`config.mk`:
```
export PLATFORM = sky130hd
export DESIGN_NAME = i2c_write_frame_sequencer_flat
export DESIGN_NICKNAME = d
export VERILOG_FILES = /design/src/rtl/core/i2cws_pkg.sv /design/src/rtl/core/i2cws_if.sv /design/src/rtl/core/i2c_write_frame_sequencer.sv /design/src/rtl/core/i2cws_front.sv /design/src/rtl/core/i2cws_queue.sv /design/src/rtl/core/i2cws_back.sv /design/src/flat_wrapper.sv
export SDC_FILE = /design/constraint.sdc
export NUM_CORES = 1
export LEC_CHECK = 0
export BUFFER_PORTS_ARGS = -buffer_cell sky130_fd_sc_hd__clkbuf_2
export CORE_MARGIN = 2
export CORE_UTILIZATION = 45
export CTS_BUF_LIST = sky130_fd_sc_hd__clkbuf_8
export DETAILED_ROUTE_END_ITERATION = 16
export GPL_ROUTABILITY_DRIVEN = 0
export GPL_TIMING_DRIVEN = 0
export PLACE_DENSITY = 0.62
export SLEW_MARGIN = 20
export SYNTH_ARGS = -nofsm -noshare
export SYNTH_HDL_FRONTEND = slang
export SYNTH_HIERARCHICAL = 1
export SYNTH_SLANG_ARGS = --single-unit
```
`constraint.sdc`:
```
create_clock -name clock -period 3.7 [get_ports clock]
set_input_delay 0.37 -clock clock [delete_from_list [all_inputs] [get_ports clock]]
set_output_delay 0.37 -clock clock [all_outputs]
set_load 0.05 [all_outputs]
```
`src/rtl/core/i2cws_pkg.sv`:
```
// Shared types, constants and helpers of the I2C write-frame sequencer.
`default_nettype none
package i2cws_pkg;

   // Widths of the counters and the request queue
   localparam int WAIT_BITS      = 16;
   localparam int CSR_DATA_BITS  = 16;
   localparam int CSR_INDEX_BITS = 2;
   localparam int QUEUE_DEPTH    = 2;
   localparam int QUEUE_PTR_BITS = (QUEUE_DEPTH > 1) ? $clog2(QUEUE_DEPTH) : 1;
   localparam int QUEUE_CNT_BITS = $clog2(QUEUE_DEPTH + 1);

   // Command codes on the request channel
   localparam logic [1:0] CMD_TICK    = 2'd0;
   localparam logic [1:0] CMD_COMMAND = 2'd1;
   localparam logic [1:0] CMD_DATA    = 2'd2;

   // Configuration register indexes
   localparam logic [CSR_INDEX_BITS-1:0] CSR_TARGET_ADDR = 2'd0;
   localparam logic [CSR_INDEX_BITS-1:0] CSR_SHORT_WAIT  = 2'd1;
   localparam logic [CSR_INDEX_BITS-1:0] CSR_LONG_WAIT   = 2'd2;

   // Reset values and frame constants
   localparam logic [7:0]  TARGET_ADDR_RESET = 8'h78;
   localparam logic [15:0] SHORT_WAIT_RESET  = 16'd32;
   localparam logic [15:0] LONG_WAIT_RESET   = 16'd64;
   localparam logic [7:0]  CTRL_COMMAND_BYTE = 8'h00;
   localparam logic [7:0]  CTRL_DATA_BYTE    = 8'h40;

   typedef enum logic [1:0] {
      OP_TICK    = 2'd0,
      OP_COMMAND = 2'd1,
      OP_DATA    = 2'd2
   } op_type;

   typedef struct packed {
      op_type     op;
      logic [7:0] payload;
   } item_type;

   typedef enum logic [9:0] {
      PH_IDLE       = 10'b00_0000_0001,
      PH_START1     = 10'b00_0000_0010,
      PH_START2     = 10'b00_0000_0100,
      PH_BIT_SETUP  = 10'b00_0000_1000,
      PH_BIT_HIGH   = 10'b00_0001_0000,
      PH_ACK_SETUP  = 10'b00_0010_0000,
      PH_ACK_HIGH   = 10'b00_0100_0000,
      PH_STOP_SETUP = 10'b00_1000_0000,
      PH_STOP1      = 10'b01_0000_0000,
      PH_STOP2      = 10'b10_0000_0000
   } phase_type;

   // Clamp a wait register to the counter range
   function automatic logic [WAIT_BITS-1:0] sat_wait(input logic [15:0] ticks);
      logic [31:0] wide;
      wide = {16'd0, ticks};
      if ((wide >> WAIT_BITS) != 32'd0) begin
         return '1;
      end
      return WAIT_BITS'(wide);
   endfunction

endpackage
`default_nettype wire

```
`src/rtl/core/i2cws_if.sv`:
```
// Valid/ready channel interfaces for requests and responses.
`default_nettype none
interface i2cws_req_if;
   logic       valid;
   logic       ready;
   logic [1:0] command;
   logic [7:0] payload;

   modport source (output valid, output command, output payload, input ready);
   modport sink (input valid, input command, input payload, output ready);
endinterface

interface i2cws_rsp_if;
   logic valid;
   logic ready;
   logic scl_level;
   logic sda_level;
   logic busy_res;
   logic refused;

   modport source (output valid, output scl_level, output sda_level, output busy_res,
                   output refused, input ready);
   modport sink (input valid, input scl_level, input sda_level, input busy_res,
                 input refused, output ready);
endinterface
`default_nettype wire

```
`src/rtl/core/i2c_write_frame_sequencer.sv`:
```
// Top level of the I2C write-frame sequencer.
// Drives SCL and SDA levels for a write-only I2C frame (start, address byte,
// control byte 0x00 or 0x40, payload byte, stop), timed by tick requests; each
// request yields exactly one response carrying the line levels, a busy flag and
// a refused flag for frame requests that arrive mid-frame. Requests are taken
// one per clock and responses leave one per clock while the response side is
// ready; a request's response passes the front register, the two-entry queue
// and the response register, and the sequencer in the back stage retires one
// request per cycle when the response register is free or being taken.
// Configuration writes (address byte, short and long wait) take effect at once
// and are meant for idle periods only.
`default_nettype none
module i2c_write_frame_sequencer (
   input  wire logic                                  clock,
   input  wire logic                                  reset,
   i2cws_req_if.sink                                  req_chan,
   i2cws_rsp_if.source                                rsp_chan,
   input  wire logic                                  csr_wr_en,
   input  wire logic [i2cws_pkg::CSR_INDEX_BITS-1:0]  csr_index,
   input  wire logic [i2cws_pkg::CSR_DATA_BITS-1:0]   csr_wdata
);

   i2cws_pkg::item_type push_item;
   logic                push_valid;
   logic                push_ready;
   i2cws_pkg::item_type pop_item;
   logic                pop_valid;
   logic                pop_ready;

   i2cws_front u_front (
      .clock      (clock),
      .reset      (reset),
      .req_chan   (req_chan),
      .push_item  (push_item),
      .push_valid (push_valid),
      .push_ready (push_ready)
   );

   i2cws_queue u_queue (
      .clock      (clock),
      .reset      (reset),
      .push_item  (push_item),
      .push_valid (push_valid),
      .push_ready (push_ready),
      .pop_item   (pop_item),
      .pop_valid  (pop_valid),
      .pop_ready  (pop_ready)
   );

   i2cws_back u_back (
      .clock     (clock),
      .reset     (reset),
      .pop_item  (pop_item),
      .pop_valid (pop_valid),
      .pop_ready (pop_ready),
      .csr_wr_en (csr_wr_en),
      .csr_index (csr_index),
      .csr_wdata (csr_wdata),
      .rsp_chan  (rsp_chan)
   );

endmodule
`default_nettype wire

```
`src/rtl/core/i2cws_front.sv`:
```
// Front stage: accepts requests and classifies them into queue items.
`default_nettype none
module i2cws_front (
   input  wire logic              clock,
   input  wire logic              reset,
   i2cws_req_if.sink              req_chan,
   output i2cws_pkg::item_type    push_item,
   output logic                   push_valid,
   input  wire logic              push_ready
);

   logic                valid_ff;
   logic                valid_in;
   i2cws_pkg::item_type item_ff;
   i2cws_pkg::item_type item_in;
   logic                take;

   assign req_chan.ready = !valid_ff || push_ready;
   assign take           = req_chan.valid && req_chan.ready;

   always_comb begin
      valid_in = valid_ff;
      item_in  = item_ff;
      if (valid_ff && push_ready) begin
         valid_in = 1'b0;
      end
      if (take) begin
         valid_in        = 1'b1;
         item_in.payload = req_chan.payload;
         // the unused command code runs as a tick
         case (req_chan.command)
            i2cws_pkg::CMD_COMMAND: item_in.op = i2cws_pkg::OP_COMMAND;
            i2cws_pkg::CMD_DATA:    item_in.op = i2cws_pkg::OP_DATA;
            default:                item_in.op = i2cws_pkg::OP_TICK;
         endcase
      end
   end

   always_ff @(posedge clock) begin
      if (reset) begin
         valid_ff <= 1'b0;
      end else begin
         valid_ff <= valid_in;
      end
      item_ff <= item_in;
   end

   assign push_valid = valid_ff;
   assign push_item  = item_ff;

endmodule
`default_nettype wire

```
`src/rtl/core/i2cws_queue.sv`:
```
// Short queue of classified requests between front and back.
`default_nettype none
module i2cws_queue (
   input  wire logic                 clock,
   input  wire logic                 reset,
   input  wire i2cws_pkg::item_type  push_item,
   input  wire logic                 push_valid,
   output logic                      push_ready,
   output i2cws_pkg::item_type       pop_item,
   output logic                      pop_valid,
   input  wire logic                 pop_ready
);

   i2cws_pkg::item_type                      entry_ff [i2cws_pkg::QUEUE_DEPTH];
   logic [i2cws_pkg::QUEUE_PTR_BITS-1:0]     wr_ptr_ff;
   logic [i2cws_pkg::QUEUE_PTR_BITS-1:0]     wr_ptr_in;
   logic [i2cws_pkg::QUEUE_PTR_BITS-1:0]     rd_ptr_ff;
   logic [i2cws_pkg::QUEUE_PTR_BITS-1:0]     rd_ptr_in;
   logic [i2cws_pkg::QUEUE_CNT_BITS-1:0]     count_ff;
   logic [i2cws_pkg::QUEUE_CNT_BITS-1:0]     count_in;
   logic                                     push;
   logic                                     pop;

   localparam logic [i2cws_pkg::QUEUE_PTR_BITS-1:0] LAST_PTR =
      i2cws_pkg::QUEUE_PTR_BITS'(i2cws_pkg::QUEUE_DEPTH - 1);
   localparam logic [i2cws_pkg::QUEUE_CNT_BITS-1:0] FULL_COUNT =
      i2cws_pkg::QUEUE_CNT_BITS'(i2cws_pkg::QUEUE_DEPTH);

   assign push_ready = (count_ff != FULL_COUNT);
   assign pop_valid  = (count_ff != '0);
   assign pop_item   = entry_ff[rd_ptr_ff];
   assign push       = push_valid && push_ready;
   assign pop        = pop_valid && pop_ready;

   always_comb begin
      wr_ptr_in = wr_ptr_ff;
      rd_ptr_in = rd_ptr_ff;
      count_in  = count_ff;
      if (push) begin
         wr_ptr_in = (wr_ptr_ff == LAST_PTR) ? '0 : wr_ptr_ff + 1'b1;
      end
      if (pop) begin
         rd_ptr_in = (rd_ptr_ff == LAST_PTR) ? '0 : rd_ptr_ff + 1'b1;
      end
      if (push && !pop) begin
         count_in = count_ff + 1'b1;
      end else if (pop && !push) begin
         count_in = count_ff - 1'b1;
      end
   end

   always_ff @(posedge clock) begin
      if (reset) begin
         wr_ptr_ff <= '0;
         rd_ptr_ff <= '0;
         count_ff  <= '0;
      end else begin
         wr_ptr_ff <= wr_ptr_in;
         rd_ptr_ff <= rd_ptr_in;
         count_ff  <= count_in;
      end
      if (push) begin
         entry_ff[wr_ptr_ff] <= push_item;
      end
   end

endmodule
`default_nettype wire

```
`src/rtl/core/i2cws_back.sv`:
```
// Back stage: frame sequencer, configuration registers and response register.
`default_nettype none
module i2cws_back (
   input  wire logic                                  clock,
   input  wire logic                                  reset,
   input  wire i2cws_pkg::item_type                   pop_item,
   input  wire logic                                  pop_valid,
   output logic                                       pop_ready,
   input  wire logic                                  csr_wr_en,
   input  wire logic [i2cws_pkg::CSR_INDEX_BITS-1:0]  csr_index,
   input  wire logic [i2cws_pkg::CSR_DATA_BITS-1:0]   csr_wdata,
   i2cws_rsp_if.source                                rsp_chan
);

   logic [7:0]                        addr_ff;
   logic [15:0]                       short_wait_ff;
   logic [15:0]                       long_wait_ff;

   i2cws_pkg::phase_type              phase_ff, phase_in;
   logic [1:0]                        byte_slot_ff, byte_slot_in;
   logic [3:0]                        bit_slot_ff, bit_slot_in;
   logic [i2cws_pkg::WAIT_BITS-1:0]   wait_ff, wait_in;
   logic [7:0]                        shift_ff, shift_in;
   logic [7:0]                        held_ff, held_in;
   logic                              is_data_ff, is_data_in;
   logic                              scl_ff, scl_in;
   logic                              sda_ff, sda_in;

   logic                              out_valid_ff, out_valid_in;
   logic                              out_busy_ff, out_busy_in;
   logic                              out_refused_ff, out_refused_in;

   logic                              pop;
   logic [1:0]                        next_slot;
   logic [7:0]                        next_byte;
   logic [7:0]                        shifted;
   logic [3:0]                        bit_next;

   assign pop_ready = !out_valid_ff || rsp_chan.ready;
   assign pop       = pop_valid && pop_ready;

   // Slot of the byte that a begin-byte step loads
   assign next_slot = (phase_ff == i2cws_pkg::PH_ACK_HIGH) ? byte_slot_ff + 2'd1 : 2'd0;
   assign shifted   = {shift_ff[6:0], 1'b0};
   assign bit_next  = bit_slot_ff + 4'd1;

   always_comb begin
      case (next_slot)
         2'd0:    next_byte = addr_ff;
         2'd1:    next_byte = is_data_ff ? i2cws_pkg::CTRL_DATA_BYTE
                                         : i2cws_pkg::CTRL_COMMAND_BYTE;
         default: next_byte = held_ff;
      endcase
   end

   always_comb begin
      phase_in       = phase_ff;
      byte_slot_in   = byte_slot_ff;
      bit_slot_in    = bit_slot_ff;
      wait_in        = wait_ff;
      shift_in       = shift_ff;
      held_in        = held_ff;
      is_data_in     = is_data_ff;
      scl_in         = scl_ff;
      sda_in         = sda_ff;
      out_valid_in   = out_valid_ff;
      out_busy_in    = out_busy_ff;
      out_refused_in = out_refused_ff;

      if (rsp_chan.ready) begin
         out_valid_in = 1'b0;
      end

      if (pop) begin
         out_refused_in = 1'b0;
         if (pop_item.op == i2cws_pkg::OP_COMMAND || pop_item.op == i2cws_pkg::OP_DATA) begin
            if (phase_ff != i2cws_pkg::PH_IDLE) begin
               // drop a request that arrives mid-frame
               out_refused_in = 1'b1;
            end else begin
               held_in      = pop_item.payload;
               is_data_in   = (pop_item.op == i2cws_pkg::OP_DATA);
               byte_slot_in = 2'd0;
               bit_slot_in  = 4'd0;
               shift_in     = 8'd0;
               scl_in       = 1'b1;
               sda_in       = 1'b1;
               wait_in      = i2cws_pkg::sat_wait(long_wait_ff);
               phase_in     = i2cws_pkg::PH_START1;
            end
         end else if (phase_ff != i2cws_pkg::PH_IDLE) begin
            if (wait_ff > i2cws_pkg::WAIT_BITS'(1)) begin
               wait_in = wait_ff - 1'b1;
            end else begin
               case (phase_ff)
                  i2cws_pkg::PH_START1: begin
                     sda_in   = 1'b0;
                     wait_in  = i2cws_pkg::sat_wait(long_wait_ff);
                     phase_in = i2cws_pkg::PH_START2;
                  end
                  i2cws_pkg::PH_START2: begin
                     scl_in       = 1'b0;
                     byte_slot_in = next_slot;
                     bit_slot_in  = 4'd0;
                     shift_in     = next_byte;
                     sda_in       = next_byte[7];
                     wait_in      = i2cws_pkg::sat_wait(short_wait_ff);
                     phase_in     = i2cws_pkg::PH_BIT_SETUP;
                  end
                  i2cws_pkg::PH_BIT_SETUP: begin
                     scl_in   = 1'b1;
                     wait_in  = i2cws_pkg::sat_wait(short_wait_ff);
                     phase_in = i2cws_pkg::PH_BIT_HIGH;
                  end
                  i2cws_pkg::PH_BIT_HIGH: begin
                     scl_in      = 1'b0;
                     shift_in    = shifted;
                     bit_slot_in = bit_next;
                     wait_in     = i2cws_pkg::sat_wait(short_wait_ff);
                     if (bit_next < 4'd8) begin
                        sda_in   = shifted[7];
                        phase_in = i2cws_pkg::PH_BIT_SETUP;
                     end else begin
                        phase_in = i2cws_pkg::PH_ACK_SETUP;
                     end
                  end
                  i2cws_pkg::PH_ACK_SETUP: begin
                     scl_in   = 1'b1;
                     wait_in  = i2cws_pkg::sat_wait(short_wait_ff);
                     phase_in = i2cws_pkg::PH_ACK_HIGH;
                  end
                  i2cws_pkg::PH_ACK_HIGH: begin
                     scl_in = 1'b0;
                     if (byte_slot_ff < 2'd2) begin
                        byte_slot_in = next_slot;
                        bit_slot_in  = 4'd0;
                        shift_in     = next_byte;
                        sda_in       = next_byte[7];
                        wait_in      = i2cws_pkg::sat_wait(short_wait_ff);
                        phase_in     = i2cws_pkg::PH_BIT_SETUP;
                     end else begin
                        sda_in   = 1'b0;
                        wait_in  = i2cws_pkg::sat_wait(short_wait_ff);
                        phase_in = i2cws_pkg::PH_STOP_SETUP;
                     end
                  end
                  i2cws_pkg::PH_STOP_SETUP: begin
                     scl_in   = 1'b1;
                     wait_in  = i2cws_pkg::sat_wait(long_wait_ff);
                     phase_in = i2cws_pkg::PH_STOP1;
                  end
                  i2cws_pkg::PH_STOP1: begin
                     sda_in   = 1'b1;
                     wait_in  = i2cws_pkg::sat_wait(long_wait_ff);
                     phase_in = i2cws_pkg::PH_STOP2;
                  end
                  default: begin
                     phase_in = i2cws_pkg::PH_IDLE;
                     wait_in  = '0;
                  end
               endcase
            end
         end
         out_valid_in = 1'b1;
         out_busy_in  = (phase_in != i2cws_pkg::PH_IDLE);
      end
   end

   always_ff @(posedge clock) begin
      if (reset) begin
         addr_ff        <= i2cws_pkg::TARGET_ADDR_RESET;
         short_wait_ff  <= i2cws_pkg::SHORT_WAIT_RESET;
         long_wait_ff   <= i2cws_pkg::LONG_WAIT_RESET;
         phase_ff       <= i2cws_pkg::PH_IDLE;
         byte_slot_ff   <= 2'd0;
         bit_slot_ff    <= 4'd0;
         wait_ff        <= '0;
         shift_ff       <= 8'd0;
         held_ff        <= 8'd0;
         is_data_ff     <= 1'b0;
         scl_ff         <= 1'b1;
         sda_ff         <= 1'b1;
         out_valid_ff   <= 1'b0;
         out_busy_ff    <= 1'b0;
         out_refused_ff <= 1'b0;
      end else begin
         if (csr_wr_en) begin
            case (csr_index)
               i2cws_pkg::CSR_TARGET_ADDR: addr_ff       <= csr_wdata[7:0];
               i2cws_pkg::CSR_SHORT_WAIT:  short_wait_ff <= csr_wdata[15:0];
               i2cws_pkg::CSR_LONG_WAIT:   long_wait_ff  <= csr_wdata[15:0];
               default: ;
            endcase
         end
         phase_ff       <= phase_in;
         byte_slot_ff   <= byte_slot_in;
         bit_slot_ff    <= bit_slot_in;
         wait_ff        <= wait_in;
         shift_ff       <= shift_in;
         held_ff        <= held_in;
         is_data_ff     <= is_data_in;
         scl_ff         <= scl_in;
         sda_ff         <= sda_in;
         out_valid_ff   <= out_valid_in;
         out_busy_ff    <= out_busy_in;
         out_refused_ff <= out_refused_in;
      end
   end

   // The pin levels in the response are copies of the line levels, registered on pop only
   logic scl_out_ff;
   logic sda_out_ff;

   always_ff @(posedge clock) begin
      if (pop) begin
         scl_out_ff <= scl_in;
         sda_out_ff <= sda_in;
      end
   end

   assign rsp_chan.valid     = out_valid_ff;
   assign rsp_chan.scl_level = scl_out_ff;
   assign rsp_chan.sda_level = sda_out_ff;
   assign rsp_chan.busy_res  = out_busy_ff;
   assign rsp_chan.refused   = out_refused_ff;

endmodule
`default_nettype wire

```
`src/flat_wrapper.sv`:
```
// flat-port wrapper written by rule: the top's interface ports become plain ports
module i2c_write_frame_sequencer_flat 
  (clock, reset, csr_wr_en, csr_index, csr_wdata, req_chan_valid, req_chan_command, req_chan_payload, req_chan_ready, rsp_chan_valid, rsp_chan_scl_level, rsp_chan_sda_level, rsp_chan_busy_res, rsp_chan_refused, rsp_chan_ready);
  i2cws_req_if req_chan_i ();
  i2cws_rsp_if rsp_chan_i ();
  input  wire logic clock;
  input  wire logic reset;
  input  wire logic csr_wr_en;
  input  wire logic [i2cws_pkg::CSR_INDEX_BITS-1:0] csr_index;
  input  wire logic [i2cws_pkg::CSR_DATA_BITS-1:0] csr_wdata;
  input wire logic [$bits(req_chan_i.valid)-1:0] req_chan_valid;
  input wire logic [$bits(req_chan_i.command)-1:0] req_chan_command;
  input wire logic [$bits(req_chan_i.payload)-1:0] req_chan_payload;
  output wire logic [$bits(req_chan_i.ready)-1:0] req_chan_ready;
  output wire logic [$bits(rsp_chan_i.valid)-1:0] rsp_chan_valid;
  output wire logic [$bits(rsp_chan_i.scl_level)-1:0] rsp_chan_scl_level;
  output wire logic [$bits(rsp_chan_i.sda_level)-1:0] rsp_chan_sda_level;
  output wire logic [$bits(rsp_chan_i.busy_res)-1:0] rsp_chan_busy_res;
  output wire logic [$bits(rsp_chan_i.refused)-1:0] rsp_chan_refused;
  input wire logic [$bits(rsp_chan_i.ready)-1:0] rsp_chan_ready;
  assign req_chan_i.valid = req_chan_valid;
  assign req_chan_i.command = req_chan_command;
  assign req_chan_i.payload = req_chan_payload;
  assign req_chan_ready = req_chan_i.ready;
  assign rsp_chan_valid = rsp_chan_i.valid;
  assign rsp_chan_scl_level = rsp_chan_i.scl_level;
  assign rsp_chan_sda_level = rsp_chan_i.sda_level;
  assign rsp_chan_busy_res = rsp_chan_i.busy_res;
  assign rsp_chan_refused = rsp_chan_i.refused;
  assign rsp_chan_i.ready = rsp_chan_ready;
  i2c_write_frame_sequencer u_core (.clock(clock), .reset(reset), .req_chan(req_chan_i), .rsp_chan(rsp_chan_i), .csr_wr_en(csr_wr_en), .csr_index(csr_index), .csr_wdata(csr_wdata));
endmodule
```
# Word-level counts from Yosys, hierarchy flattened
# Memory sizes are Yosys's and may differ from the RTL's. A register that Yosys moved wholly into a read port is not among the register bits.
# Index checks and enable logic that the tools add are counted.
[word_totals]
input_bits = 33
ram_bits = 20
ff_bits = 110
mem_count = 1
out_inout_bits = 6
word_cells = 210
[memory_table]
columns = ["memory", "depth", "word_bits", "read_ports", "rd_ports_with_merged_regs", "wr", "line", "text"]
rows = [
  ["u_core.u_queue.entry_ff", 2, 10, 1, 1, 1, "i2cws_queue.sv:14", "i2cws_pkg::item_type entry_ff [i2cws_pkg::QUEUE_DEPTH];"],
]
[classes]
reduce_logical = 30
bitwise = 1
n_addsub = 7
eq_ne = 21
magnitude_cmp = 3
mux = 124
[op_table]
columns = ["cell", "count"]
rows = [
  ["$mux 16", 15],
  ["$pmux 16 s8", 1],
  ["$pmux 10 s8", 1],
  ["$mux 1", 74],
  ["$mux 10", 5],
  ["$mux 7", 6],
  ["$pmux 7 s3", 1],
  ["$mux 4", 5],
  ["$ne 10x1->1 const B", 2],
  ["$gt 16x1->1 const B", 1],
  ["$mux 2", 8],
  ["$pmux 8 s2", 1],
  ["$sub 16x1->16 const B", 1],
  ["$pmux 4 s3", 1],
  ["$reduce_and 6->1", 2],
  ["$eq 10x2->1 const B", 1],
  ["$eq 10x3->1 const B", 1],
  ["$eq 10x4->1 const B", 1],
  ["$eq 10x5->1 const B", 1],
  ["$eq 10x6->1 const B", 1],
  ["$eq 10x7->1 const B", 1],
  ["$eq 10x8->1 const B", 1],
  ["$eq 10x9->1 const B", 1],
  ["$reduce_bool 2->1", 5],
  ["other kinds (25)", 49],
]

# Longest topological paths before layout
# Gate-level depths: netlist of run 1.
[depth]
ltp_word = 13
depth_mapped = 13
mapped_depth_nobuf = 9

# Hierarchy
# The synthesis of run 1 kept the hierarchy.
[modules_own_cells]
columns = ["mod", "area_per_inst_um2", "seq_area_each_um2", "instances", "cells_per_inst"]
rows = [
  ["i2cws_back", 4943.5, 1921.8, 1, 626],
  ["i2cws_queue", 940.9, 700.7, 1, 55],
  ["i2cws_front", 367.9, 320.3, 1, 17],
]

# Worst setup path after synthesis of run 1
# OpenSTA, ideal clock, no wires.
[synth_timing]
path_kind = "reg-to-reg"
start = "reg with a tool-made name"
end = "reg u_core.u_back.bit_slot_ff[2]"
path_stages_with_launch = 12
t_arrival_ns = 3.200
setup_slack_ns = 0.399
setup_ns = 0.101
t_required_ns = 3.599
synth_period_minus_slack_ns = 3.301
path_buffers = 3
cell_sequence = "dfxtp_1 buf_2 mux2_2 ha_1 clkbuf_1 clkinv_1 clkbuf_1 ha_1 or3_1 or2_2 or3_1 o41ai_1"
[synth_lines]
columns = ["element", "line", "text"]
rows = [
  ["to (signal assigned)", "i2cws_back.sv:197", "bit_slot_ff <= bit_slot_in;"],
  ["to (decl)", "i2cws_back.sv:21", "logic [3:0] bit_slot_ff, bit_slot_in;"],
]

==> results of run 1 <==
-- flip-flops by register name, summed over array words and instances (netlist names), 2 cells and up, named ones only --
register,count
u_core/u_back/addr_ff,8
u_core/u_back/bit_slot_ff,4
u_core/u_back/byte_slot_ff,2
u_core/u_back/held_ff,8
u_core/u_back/long_wait_ff,16
u_core/u_back/phase_ff,10
u_core/u_back/shift_ff,7
u_core/u_back/short_wait_ff,16
u_core/u_back/wait_ff,16
u_core/u_front/push_item,10
u_core/u_queue/count_ff,2
u_core/u_queue/entry_ff,20
-- layer usage --
metal | wire length [µm] | up-vias | track usage, %
met3 | 1190 | 39 | 5.62
met1 | 8010 | 2740 | 34.8
met4 | 362 | 0 | 9.48
met2 | 7710 | 264 | 36.1
li1 | - | 2659 | -
met5 | 0 | - | 0
-- power by group through the flow --
stage / clock network [mW] / logic (mW) / registers, mW
global placement: 0 / 1.79 / 1.78
detailed placement: 0 / 1.83 / 1.79
global route: 1.31 / 2.08 / 1.78
floorplan: 0 / 1.34 / 1.79
finish: 1.23 / 1.90 / 1.76
CTS: 1.25 / 1.84 / 1.75
-- worst max path at each step --
stage	endpoint
after floorplan	u_core/u_back/bit_slot_ff[2]$_SDFFE_PP0P_
after global placement	u_core/u_back/bit_slot_ff[2]$_SDFFE_PP0P_
after detailed placement	u_core/u_back/bit_slot_ff[2]$_SDFFE_PP0P_
after CTS	u_core/u_back/bit_slot_ff[2]$_SDFFE_PP0P_
after global routing	u_core/u_back/bit_slot_ff[2]$_SDFFE_PP0P_
final	u_core/u_back/bit_slot_ff[2]$_SDFFE_PP0P_
-- area by class of cell --
| cell class | instances | area [µm²] |
|---|---|---|
| Inverter | 16 | 61.3 |
| Multi-Input combinational cell | 506 | 3090 |
| Sequential cell | 131 | 2940 |
| Tap cell | 180 | 225 |
| Timing Repair Buffer | 38 | 190 |
| Fill cell | 1305 | 6630 |
| Clock inverter | 15 | 169 |
| Buffer | 44 | 174 |
| Clock buffer | 17 | 234 |
-- critical path, delay by kind of cell (launching register included) --
| family | cells | cell delay [ns] |
|---|---|---|
| compound gates | 1 | 0.26 |
| buf+inv | 3 | 0.68 |
| mux | 1 | 0.36 |
| simple gates | 3 | 1.10 |
| flops | 1 | 0.31 |
| fa+ha+maj | 2 | 0.72 |
-- cell usage in the layout, fill, tap and decap left out, types with 9 or more instances in the layout --
cell,instances
sky130_fd_sc_hd__a21oi_1,72
sky130_fd_sc_hd__a221oi_1,14
sky130_fd_sc_hd__and3_1,9
sky130_fd_sc_hd__clkbuf_1,36
sky130_fd_sc_hd__clkbuf_2,39
sky130_fd_sc_hd__clkbuf_8,17
sky130_fd_sc_hd__dfxtp_1,99
sky130_fd_sc_hd__edfxtp_1,32
sky130_fd_sc_hd__inv_1,14
sky130_fd_sc_hd__mux2_2,12
sky130_fd_sc_hd__nand2_1,118
sky130_fd_sc_hd__nand3_1,20
sky130_fd_sc_hd__nor2_1,35
sky130_fd_sc_hd__nor3_1,17
sky130_fd_sc_hd__o21ai_0,31
sky130_fd_sc_hd__or3_1,9
sky130_fd_sc_hd__xnor2_1,9
sky130_fd_sc_hd__xor2_1,16
-- what timing repair did --
| action | in CTS | in global routing |
|---|---|---|
| pin swaps | 0 | 0 |
| endpoints found under the setup margin | 13 | 20 |
| gates resized for setup | 2 | 5 |
-- kinds of logic (layout without fill, tap and decap cells) --
family,count (synthesis),count (layout)
fa+ha+maj,7,7
simple gates,275,275
buf+inv,61,130
xor+xnor,25,25
flops,131,131
mux,20,20
compound gates,179,179
==> impl_metrics.py, run 1 <==
metrics = {
    "final_layout": {
        "finalNetCount": 794,
        "finish.utilization_pct": 51.7,
        "finish.cell_count_without_fillers": 947,
        "antennaDiodeCount": 0,
        "drive_above_1_share_pct": 14.1,
        "post_layout_instance_area_mm2": 0.00709,
        "area_growth_syn_to_layout_pct": 13.4,
    },
    "logic_synthesis": {
        "synth.cells.most_frequent": "sky130_fd_sc_hd__nand2_1, sky130_fd_sc_hd__dfxtp_1, sky130_fd_sc_hd__a21oi_1, sky130_fd_sc_hd__clkbuf_1, sky130_fd_sc_hd__nor2_1",
        "dominantRegCellSynth": "sky130_fd_sc_hd__dfxtp_1",
        "synth.mux.area_fraction_pct": 3.44,
        "synthDominantCellAreaShare_pct": 31.7,
        "ys.warnings.count": 6,
        "number_of_flops_mapped_to_enable_cells_by_yosys": 32,
        "yosys-top-cells-area": "sky130_fd_sc_hd__dfxtp_1, sky130_fd_sc_hd__edfxtp_1, sky130_fd_sc_hd__nand2_1",
        "simple_gate_portion_of_the_synthesized_area_pct": 22.5,
        "mappedNetlistArea_mm2": 0.00625,
        "synth_adder_area_share_pct": 1.40,
        "ys_seq_area_share_pct": 47.1,
        "synth_area_per_cell_um2": 8.96,
        "most_used_standard_cell_by_instance_count_after_synthesis": "sky130_fd_sc_hd__nand2_1",
        "asyncSetResetFlopFracSynth_pct": 0,
        "synth_compound_area_share_pct": 18.4,
        "netlist_instances": 698,
        "post-synth-top-area-cell": "sky130_fd_sc_hd__dfxtp_1",
        "synthXorXnorAreaFrac_pct": 3.50,
        "syn_nets": 738,
        "main_combinational_cell_family_by_area_after_synthesis": "simple AND/OR/NAND/NOR gates",
        "synth_cell_types": 65,
        "synth.ff_latch_count": 131,
    },
    "clock_tree": {
        "clock_tree.root_cell": "sky130_fd_sc_hd__clkbuf_8",
        "cts.clk_slew.worst_paths_ns": 0.08,
        "cts_tree": "yes",
        "htreeDepth": 4,
        "max-clock-path-buffers": 2,
        "tritoncts_num_sinks": 131,
        "cts-hold-fix-buffers": 0,
        "post_cts.repair.setup_buffers": 0,
        "cts-buffers-inserted": 17,
        "worstSkewPairLatency_ns": 0.45,
    },
    "die": {
        "fp.dieH_um": 122,
        "io_pins": 39,
        "placeable_core_area_mm2": 0.0137,
        "dieArea_mm2": 0.0149,
        "initial_cell_density_of_the_core_pct": 45.6,
        "placement_rows": 43,
        "floorplan.die.width_um": 122,
    },
    "power_and_ir_drop": {
        "leakage_nw": 2.57,
        "power.switching_fraction_pct": 40.1,
        "worst_ir_drop_vdd_uv": 361,
        "p_switching_mw": 1.96,
        "clock_power_share_pct": 25.2,
        "power.share.combinational_pct": 38.8,
        "power-per-cell-area_mw_per_mm2": 689,
        "power.sequential.fraction_pct": 36.0,
        "internal_power_summed_over_all_cells_mw": 2.92,
        "power.total_mw": 4.88,
    },
    "sta": {
        "min_period_ns": 3.53,
        "maximum_frequency_from_static_timing_analysis_mhz": 283,
        "timing.setup.tns_ns": 0,
        "fin_hold_ws_ns": 0.0934,
        "fin_worst_skew_ns": 0.0149,
        "worst_slack_ns": 0.169,
        "post-route-period-util_pct": 95.4,
        "final_max_slew_viol_count": 0,
        "setup_repair_after_global_routing_missed_its_margin": "false",
        "max_slew_margin_pct": 36.1,
        "final-hold-violation-count": 0,
        "max_slew.worst_pin.slew_ns": 0.949,
        "finalSetupViolations": 0,
    },
    "route": {
        "drt_iter0_markers": 539,
        "drcViolationCount": 0,
        "vias_per_instance": 6.02,
        "route.final.wire_length_mm": 17.3,
        "vias": 5702,
        "drt_pass1_iterations": 5,
        "drt_antenna_net_count": 0,
        "routed_wire_length_per_instance_um": 18.2,
    },
    "placement": {
        "numPortBuffers": 38,
        "place_worst_setup_slack_ns": -0.276,
        "hpwl_mm": 12.6,
        "placement_stage_cell_area_mm2": 0.00667,
        "place_inst": 916,
    },
    "setup_path": {
        "worst-endpoint-arrival_ns": 3.87,
        "r2r_depth": 10,
        "path_common_cell": "sky130_fd_sc_hd__or3_1",
        "critical_path.max_stage_delay_ns": 0.46,
        "cp_max_delay_cell": "sky130_fd_sc_hd__ha_2",
        "path_max_fanout": 10,
        "worst-r2r-setup-slack_ns": 0.17,
        "path_class": "flop to flop",
        "critPathCaptureType": "flop",
        "crit_chain": "clkbuf_4 -> mux2_2 -> ha_2 -> clkinv_2 -> clkbuf_2 -> ha_1 -> or3_1 -> or2_2 -> or3_1 -> o41ai_1",
        "worst_r2r_endpoint": "u_core/u_back/bit_slot_ff[2]$_SDFFE_PP0P_",
        "startpoint_type": "flop",
        "timing.critical_path.required_ns": 4.04,
    },
    "worst_hold_path": {
        "worst_hold_startpoint": "req_chan_payload[1]",
        "timing.hold.worst_path_depth": 1,
        "worst_hold_path.endpoint": "u_core/u_front/push_item[1]$_DFFE_PP_",
        "holdCritPathClass": "input pin to flop",
    },
    "global_routing": {
        "grt_pass1_vias": 5391,
        "initial_antenna_violation_count": 0,
        "grt_overflow_total": 0,
        "groute.usage.overall_pct": 24.5,
        "maximum_number_of_pins_on_one_net_before_global_route_repair": 17,
        "wire_length_of_the_first_global_routing_pass_mm": 28.0,
    },
    "outcome": {
        "run_status": "completed",
    },
    "run": {
        "max_cap_violations": 0,
    },
}
No activity file was read; power rests on OpenSTA's default activity.
==> run 2, diff against run 1 <==
--- a/config.mk
+++ b/config.mk
@@ -16,5 +16,4 @@
 export SLEW_MARGIN = 20
 export SYNTH_ARGS = -nofsm -noshare
 export SYNTH_HDL_FRONTEND = slang
-export SYNTH_HIERARCHICAL = 1
 export SYNTH_SLANG_ARGS = --single-unit
==> run 2 against run 1 <==
  * Non-clock buffer count grew 3
  * Critical path depth decreased by 1
  * Worst setup slack gained 0.20 ns
  * Clock skew decreased by 0.0065 ns
  * Core utilization grew 0.15 points
  * First-iteration DRC count is 23% higher
  * Total power up 18%
  * Synthesized cell count down 3.7%
  * Wire length fell by 2.1%
  * Global-route usage fell by 0.93 points
  * Clock power up 6%
  * Largest power group unchanged
  * Sequential share of layout area down 0.11 points
==> impl_metrics.py, run 2 <==
metrics = {
    "logic_synthesis": {
        "post-synth-top-area-cell": "sky130_fd_sc_hd__dfxtp_1",
        "yosys-top-cells-area": "sky130_fd_sc_hd__dfxtp_1, sky130_fd_sc_hd__edfxtp_1, sky130_fd_sc_hd__nand2_1",
        "asyncSetResetFlopFracSynth_pct": 0,
        "ys.warnings.count": 0,
        "synth_cell_types": 79,
        "synth.cells.most_frequent": "sky130_fd_sc_hd__dfxtp_1, sky130_fd_sc_hd__nand2_1, sky130_fd_sc_hd__a21oi_1, sky130_fd_sc_hd__nor2_1, sky130_fd_sc_hd__edfxtp_1",
        "ys_seq_area_share_pct": 47.0,
        "number_of_flops_mapped_to_enable_cells_by_yosys": 32,
        "syn_nets": 712,
        "synth_area_per_cell_um2": 9.32,
        "netlist_instances": 672,
        "mappedNetlistArea_mm2": 0.00626,
        "synth.ff_latch_count": 131,
        "dominantRegCellSynth": "sky130_fd_sc_hd__dfxtp_1",
        "synthDominantCellAreaShare_pct": 31.7,
    },
    "clock_tree": {
        "cts-buffers-inserted": 17,
        "cts.clk_slew.worst_paths_ns": 0.07,
        "clock_tree.root_cell": "sky130_fd_sc_hd__clkbuf_8",
        "cts_tree": "yes",
        "worstSkewPairLatency_ns": 0.45,
        "tritoncts_num_sinks": 131,
        "max-clock-path-buffers": 2,
        "htreeDepth": 4,
        "cts-hold-fix-buffers": 0,
    },
    "global_routing": {
        "groute.usage.overall_pct": 23.5,
        "grt_pass1_vias": 4977,
        "grt_overflow_total": 0,
        "wire_length_of_the_first_global_routing_pass_mm": 26.6,
        "initial_antenna_violation_count": 0,
        "maximum_number_of_pins_on_one_net_before_global_route_repair": 17,
    },
    "placement": {
        "placement_stage_cell_area_mm2": 0.00668,
        "hpwl_mm": 12.2,
        "numPortBuffers": 38,
    },
    "sta": {
        "max_slew.worst_pin.slew_ns": 0.973,
        "max_slew_margin_pct": 34.6,
        "setup_repair_after_global_routing_missed_its_margin": "false",
        "post-route-period-util_pct": 90.0,
        "final-hold-violation-count": 0,
        "finalSetupViolations": 0,
        "final_max_slew_viol_count": 0,
        "min_period_ns": 3.33,
        "maximum_frequency_from_static_timing_analysis_mhz": 300,
        "fin_worst_skew_ns": 0.00839,
    },
    "die": {
        "placement_rows": 43,
        "dieArea_mm2": 0.0149,
        "floorplan.die.width_um": 122,
        "fp.dieH_um": 122,
        "io_pins": 39,
        "placeable_core_area_mm2": 0.0137,
        "initial_cell_density_of_the_core_pct": 45.6,
    },
    "setup_path": {
        "critPathCaptureType": "flop",
        "path_max_fanout": 10,
        "worst-endpoint-arrival_ns": 3.66,
        "path_class": "flop to flop",
        "timing.critical_path.required_ns": 4.03,
        "startpoint_type": "flop",
    },
    "final_layout": {
        "mostFrequentLayoutCells": "sky130_fd_sc_hd__nand2_1, sky130_fd_sc_hd__dfxtp_1, sky130_fd_sc_hd__a21oi_1",
        "drive_above_1_share_pct": 16.2,
        "post_layout_instance_area_mm2": 0.00711,
        "finalNetCount": 769,
        "area_growth_syn_to_layout_pct": 13.6,
        "flip_flop_count_of_the_largest_register_after_layout": 20,
        "register_ranked_first_by_flip_flop_count": "u_core.u_queue.entry_ff",
        "n_fill_cell": 1301,
        "antennaDiodeCount": 0,
        "finish.utilization_pct": 51.8,
        "layout.cells.most_common": "sky130_fd_sc_hd__nand2_1",
    },
    "route": {
        "drcViolationCount": 0,
        "vias_per_instance": 5.83,
        "routed_wire_length_per_instance_um": 18.3,
        "drt_pass1_iterations": 8,
        "route.final.wire_length_mm": 16.9,
        "drt_antenna_net_count": 0,
        "drt_iter0_markers": 665,
        "vias": 5373,
    },
    "outcome": {
        "run_status": "completed",
    },
    "power_and_ir_drop": {
        "worst_ir_drop_vdd_uv": 362,
        "power-per-cell-area_mw_per_mm2": 808,
        "leakage_nw": 2.60,
    },
    "worst_hold_path": {
        "holdCritPathClass": "input pin to flop",
    },
    "run": {
        "max_cap_violations": 0,
    },
}
[run 2: cell count changes after synthesis, moves of 11 or more]
cell and delta:
sky130_fd_sc_hd__nand2_1 -19, sky130_fd_sc_hd__mux2i_1 +13, sky130_fd_sc_hd__a211oi_1 +11, sky130_fd_sc_hd__nor2_1 +16
sky130_fd_sc_hd__mux2_2 -11
[run 2: area by class of cell]
type / count / area, µm² / share of cell area, %
buffer: 45 / 215 / 3.03
inverter: 12 / 48.8 / 0.686
sequential: 131 / 2940 / 41.4
tap: 180 / 225 / 3.17
timing repair buffer: 40 / 205 / 2.89
clock inverter: 15 / 188 / 2.64
clock buffer: 17 / 234 / 3.29
multi-input combinational: 482 / 3050 / 42.9
[run 2: worst paths after layout]
kind / from / end / slack (ns) / cells past startpoint
setup / recovery: flop / u_core.u_back.shift_ff[2]$_SDFFE_PP0P_ / 0.37 / 9
hold / removal: req_chan_payload[7] / u_core.u_front.push_item[7]$_DFFE_PP_ / 0.1 / 1
setup reg to reg: flop / u_core.u_back.shift_ff[2]$_SDFFE_PP0P_ / 0.37 / 9
hold reg to reg: u_core.u_front.push_item[5]$_DFFE_PP_ / u_core.u_queue.entry_ff[1][5]$_DFFE_PP_ / 0.45 / 0
[run 2: kinds of logic after synthesis]
kind of cell | Yosys count | share of synthesized area, %
compound gates | 178 | 19.1
xor+xnor | 17 | 2.38
fa+ha+maj | 7 | 1.40
buf+inv | 59 | 4.28
flops | 131 | 47.0
mux | 22 | 3.54
simple gates | 258 | 22.3
[run 2: critical path, stage by stage, from the launching register on]
cell	delay [ns]
sky130_fd_sc_hd__dfxtp_2	0.50
sky130_fd_sc_hd__mux2_2	0.38
sky130_fd_sc_hd__ha_1	0.51
sky130_fd_sc_hd__clkinvlp_4	0.20
sky130_fd_sc_hd__ha_1	0.25
sky130_fd_sc_hd__or3_1	0.37
sky130_fd_sc_hd__clkbuf_1	0.26
sky130_fd_sc_hd__a21oi_4	0.29
sky130_fd_sc_hd__nor2_2	0.10
sky130_fd_sc_hd__a221o_1	0.36
[run 2: metrics by stage]
step / setup slack [ns] / hold slack [ns] / setup TNS (ns) / total power, mW / std cells
after floorplan: 0.393 / 0.421 / 0 / 3.78 / 672
after global placement: -0.254 / 0.423 / -1.60 / 4.36 / 890
after detailed placement: -0.264 / 0.431 / -1.81 / 4.40 / 890
after CTS: 0.0780 / 0.0718 / 0 / 5.70 / 921
after global routing: 0.207 / 0.0695 / 0 / 6.05 / 922
final: 0.371 / 0.0987 / 0 / 5.74 / 922
[run 2: metal layers]
layer | share of wire, % | track usage, % | vias up
li1 | - | - | 2593
met3 | 5.5 | 4.49 | 36
met1 | 46 | 33.2 | 2549
met5 | 0 | 0 | -
met4 | 2.7 | 10.6 | 0
met2 | 45 | 35.0 | 195
[run 2: power breakdown]
| part | internal, mW | total (mW) | leakage, nW | switching, mW |
|---|---|---|---|---|
| registers | 1.67 | 1.88 | 1.10 | 0.206 |
| logic | 1.00 | 2.57 | 1.29 | 1.56 |
| clock network | 0.726 | 1.30 | 0.207 | 0.573 |
[run 2: timing repair]
action                                  4_1_cts  5_1_grt
setup buffers                                 0        2
pin swaps                                     0        0
resized for setup                             1        1
endpoints found under the setup margin       16        6
==> run 3, diff against run 2 <==
--- a/config.mk
+++ b/config.mk
@@ -6,7 +6,6 @@
 export NUM_CORES = 1
 export LEC_CHECK = 0
 export BUFFER_PORTS_ARGS = -buffer_cell sky130_fd_sc_hd__clkbuf_2
-export CORE_MARGIN = 2
 export CORE_UTILIZATION = 45
 export CTS_BUF_LIST = sky130_fd_sc_hd__clkbuf_8
 export DETAILED_ROUTE_END_ITERATION = 16
==> constraint.sdc (replaced) <==
create_clock -name clock -period 3.7 [get_ports clock]
set_input_delay 0.555 -clock clock [delete_from_list [all_inputs] [get_ports clock]]
set_output_delay 0.555 -clock clock [all_outputs]
set_load 0.05 [all_outputs]
==> run 3 against run 2 <==
  * Worst setup slack got worse by 0.089 ns
  * Sequential power barely moved
  * Hold slack improved by 0.18 ns
  * Flip-flop and latch count did not move
  * Final cell count fell by 0.33%
  * Maximum frequency fell by 2.6%
  * Clock power fell by 8%
  * Total power fell by 1.6%
  * Combinational power barely moved
  * Global-route usage rose by 0.69 points
  * Critical endpoint is now u_core.u_back.shift_ff[3]$_SDFFE_PP0P_
  * Largest cell class unchanged
==> impl_metrics.py, run 3 (synthesis results as in run 2) <==
metrics = {
    "sta": {
        "fin_worst_skew_ns": 0.00935,
        "post-route-period-util_pct": 92.4,
        "maximum_frequency_from_static_timing_analysis_mhz": 293,
        "setup_repair_after_global_routing_missed_its_margin": "false",
        "max_slew.worst_pin.slew_ns": 0.938,
        "final_max_slew_viol_count": 0,
        "fin_hold_ws_ns": 0.279,
        "max_slew_margin_pct": 37.0,
        "final-hold-violation-count": 0,
        "min_period_ns": 3.42,
        "finalSetupViolations": 0,
        "timing.setup.tns_ns": 0,
    },
    "route": {
        "vias": 5377,
        "drt_iter0_markers": 584,
        "route.final.wire_length_mm": 16.5,
        "vias_per_instance": 5.85,
        "drcViolationCount": 0,
        "drt_pass1_iterations": 6,
        "routed_wire_length_per_instance_um": 18.0,
        "drt_antenna_net_count": 0,
    },
    "setup_path": {
        "path_class": "flop to flop",
        "worst-endpoint-arrival_ns": 3.76,
        "path_max_fanout": 10,
        "startpoint_type": "flop",
        "timing.critical_path.required_ns": 4.04,
        "critPathCaptureType": "flop",
    },
    "placement": {
        "numPortBuffers": 38,
        "hpwl_mm": 12.1,
        "place_inst": 886,
    },
    "power_and_ir_drop": {
        "power.share.combinational_pct": 45.6,
        "internal_power_summed_over_all_cells_mw": 3.29,
        "worst_ir_drop_vdd_uv": 344,
        "clock_power_share_pct": 21.2,
        "p_switching_mw": 2.37,
        "leakage_nw": 2.58,
        "power.switching_fraction_pct": 41.8,
        "power.sequential.fraction_pct": 33.2,
        "power-per-cell-area_mw_per_mm2": 798,
    },
    "global_routing": {
        "wire_length_of_the_first_global_routing_pass_mm": 26.6,
        "groute.layer.met1.usage_pct": 32.8,
        "top_usage_layer": "met2",
        "maximum_number_of_pins_on_one_net_before_global_route_repair": 17,
        "met3_usage_pct": 5.80,
        "groute.usage.overall_pct": 24.2,
        "grt_overflow_total": 0,
        "grt.met2_usage_pct": 37.0,
        "initial_antenna_violation_count": 0,
        "grt_pass1_vias": 5010,
    },
    "run": {
        "max_cap_violations": 0,
    },
    "clock_tree": {
        "tritoncts_num_sinks": 131,
        "htreeDepth": 4,
        "worstSkewPairLatency_ns": 0.45,
        "cts.clk_slew.worst_paths_ns": 0.08,
        "clock_tree.root_cell": "sky130_fd_sc_hd__clkbuf_8",
        "cts-buffers-inserted": 17,
        "max-clock-path-buffers": 2,
        "cts_tree": "yes",
        "cts-hold-fix-buffers": 0,
    },
    "final_layout": {
        "layout.cells.most_common": "sky130_fd_sc_hd__nand2_1",
        "mostFrequentLayoutCells": "sky130_fd_sc_hd__nand2_1, sky130_fd_sc_hd__dfxtp_1, sky130_fd_sc_hd__a21oi_1",
        "drive_above_1_share_pct": 16.3,
        "register_ranked_first_by_flip_flop_count": "u_core.u_queue.entry_ff",
        "finish.utilization_pct": 52.8,
        "finalNetCount": 770,
        "flip_flop_count_of_the_largest_register_after_layout": 20,
        "finish.cell_count_without_fillers": 919,
        "antennaDiodeCount": 0,
        "area_growth_syn_to_layout_pct": 13.1,
    },
    "die": {
        "floorplan.die.width_um": 120,
        "placeable_core_area_mm2": 0.0134,
        "fp.dieH_um": 120,
        "dieArea_mm2": 0.0144,
        "initial_cell_density_of_the_core_pct": 46.7,
        "placement_rows": 42,
        "io_pins": 39,
    },
    "outcome": {
        "run_status": "completed",
    },
    "worst_hold_path": {
        "holdCritPathClass": "input pin to flop",
    },
}
run 3: cell types whose count changed in the layout (fill, tap and decap cells not counted), sizes merged:
cell,before,now
buf,20,21
clkinv,7,2
inv,12,17
clkinvlp,4,6
bufinv,4,2
run 3: path summary, 6_finish.rpt:
kind | to | slack [ns] | depth (start not counted) | from
worst max-delay path | u_core.u_back.shift_ff[3]$_SDFFE_PP0P_ | 0.28 | 9 | flop
worst min-delay path | u_core.u_front.push_item[3]$_DFFE_PP_ | 0.28 | 1 | req_chan_payload[3]
worst min register to register | u_core.u_queue.entry_ff[0][4]$_DFFE_PP_ | 0.45 | 0 | u_core.u_front.push_item[4]$_DFFE_PP_
worst max register to register | u_core.u_back.shift_ff[3]$_SDFFE_PP0P_ | 0.28 | 9 | flop
run 3: routing by layer:
layer  up-vias  part of all wire [%]
met5         -                     0
met4         0                   2.2
met3        32                   7.9
met2       235                    45
met1      2514                    45
li1       2596                     -
run 3: power by group through the flow:
stage	clock [mW]	sequential (mW)	combinational, mW
finish	1.20	1.88	2.58
CTS	1.22	1.87	2.50
global placement	0	1.87	2.48
detailed placement	0	1.88	2.50
global route	1.28	1.91	2.81
floorplan	0	1.87	1.91
run 3: cell type report:
cell class,instances,area (µm²)
multi-input combinational,482,3050
buffer,45,215
clock inverter,15,155
fill,1270,6320
timing repair buffer,41,213
inverter,12,48.8
sequential,131,2940
clock buffer,17,234
tap,176,220
run 3: repair_timing:
item,CTS,global route
resized for setup,1,1
setup endpoints to repair,26,10
buffers inserted,0,3
run 3: stage by stage:
stage / worst slack, ns / power [mW] / instance area (µm²)
floorplan: 0.393 / 3.78 / 6260
global placement: -0.247 / 4.35 / 6670
detailed placement: -0.295 / 4.38 / 6670
CTS: 0.0355 / 5.59 / 7060
global route: 0.107 / 6.00 / 7080
finish: 0.282 / 5.65 / 7080
run 3: worst max-delay path, cell delays in order, from the launching register on:
cell                         delay (ns)
sky130_fd_sc_hd__dfxtp_2           0.51
sky130_fd_sc_hd__mux2_2            0.38
sky130_fd_sc_hd__ha_1              0.51
sky130_fd_sc_hd__clkinvlp_4        0.26
sky130_fd_sc_hd__ha_1              0.27
sky130_fd_sc_hd__or3_1             0.36
sky130_fd_sc_hd__clkbuf_1          0.27
sky130_fd_sc_hd__a21oi_4           0.29
sky130_fd_sc_hd__nor2_2            0.10
sky130_fd_sc_hd__a221o_1           0.35
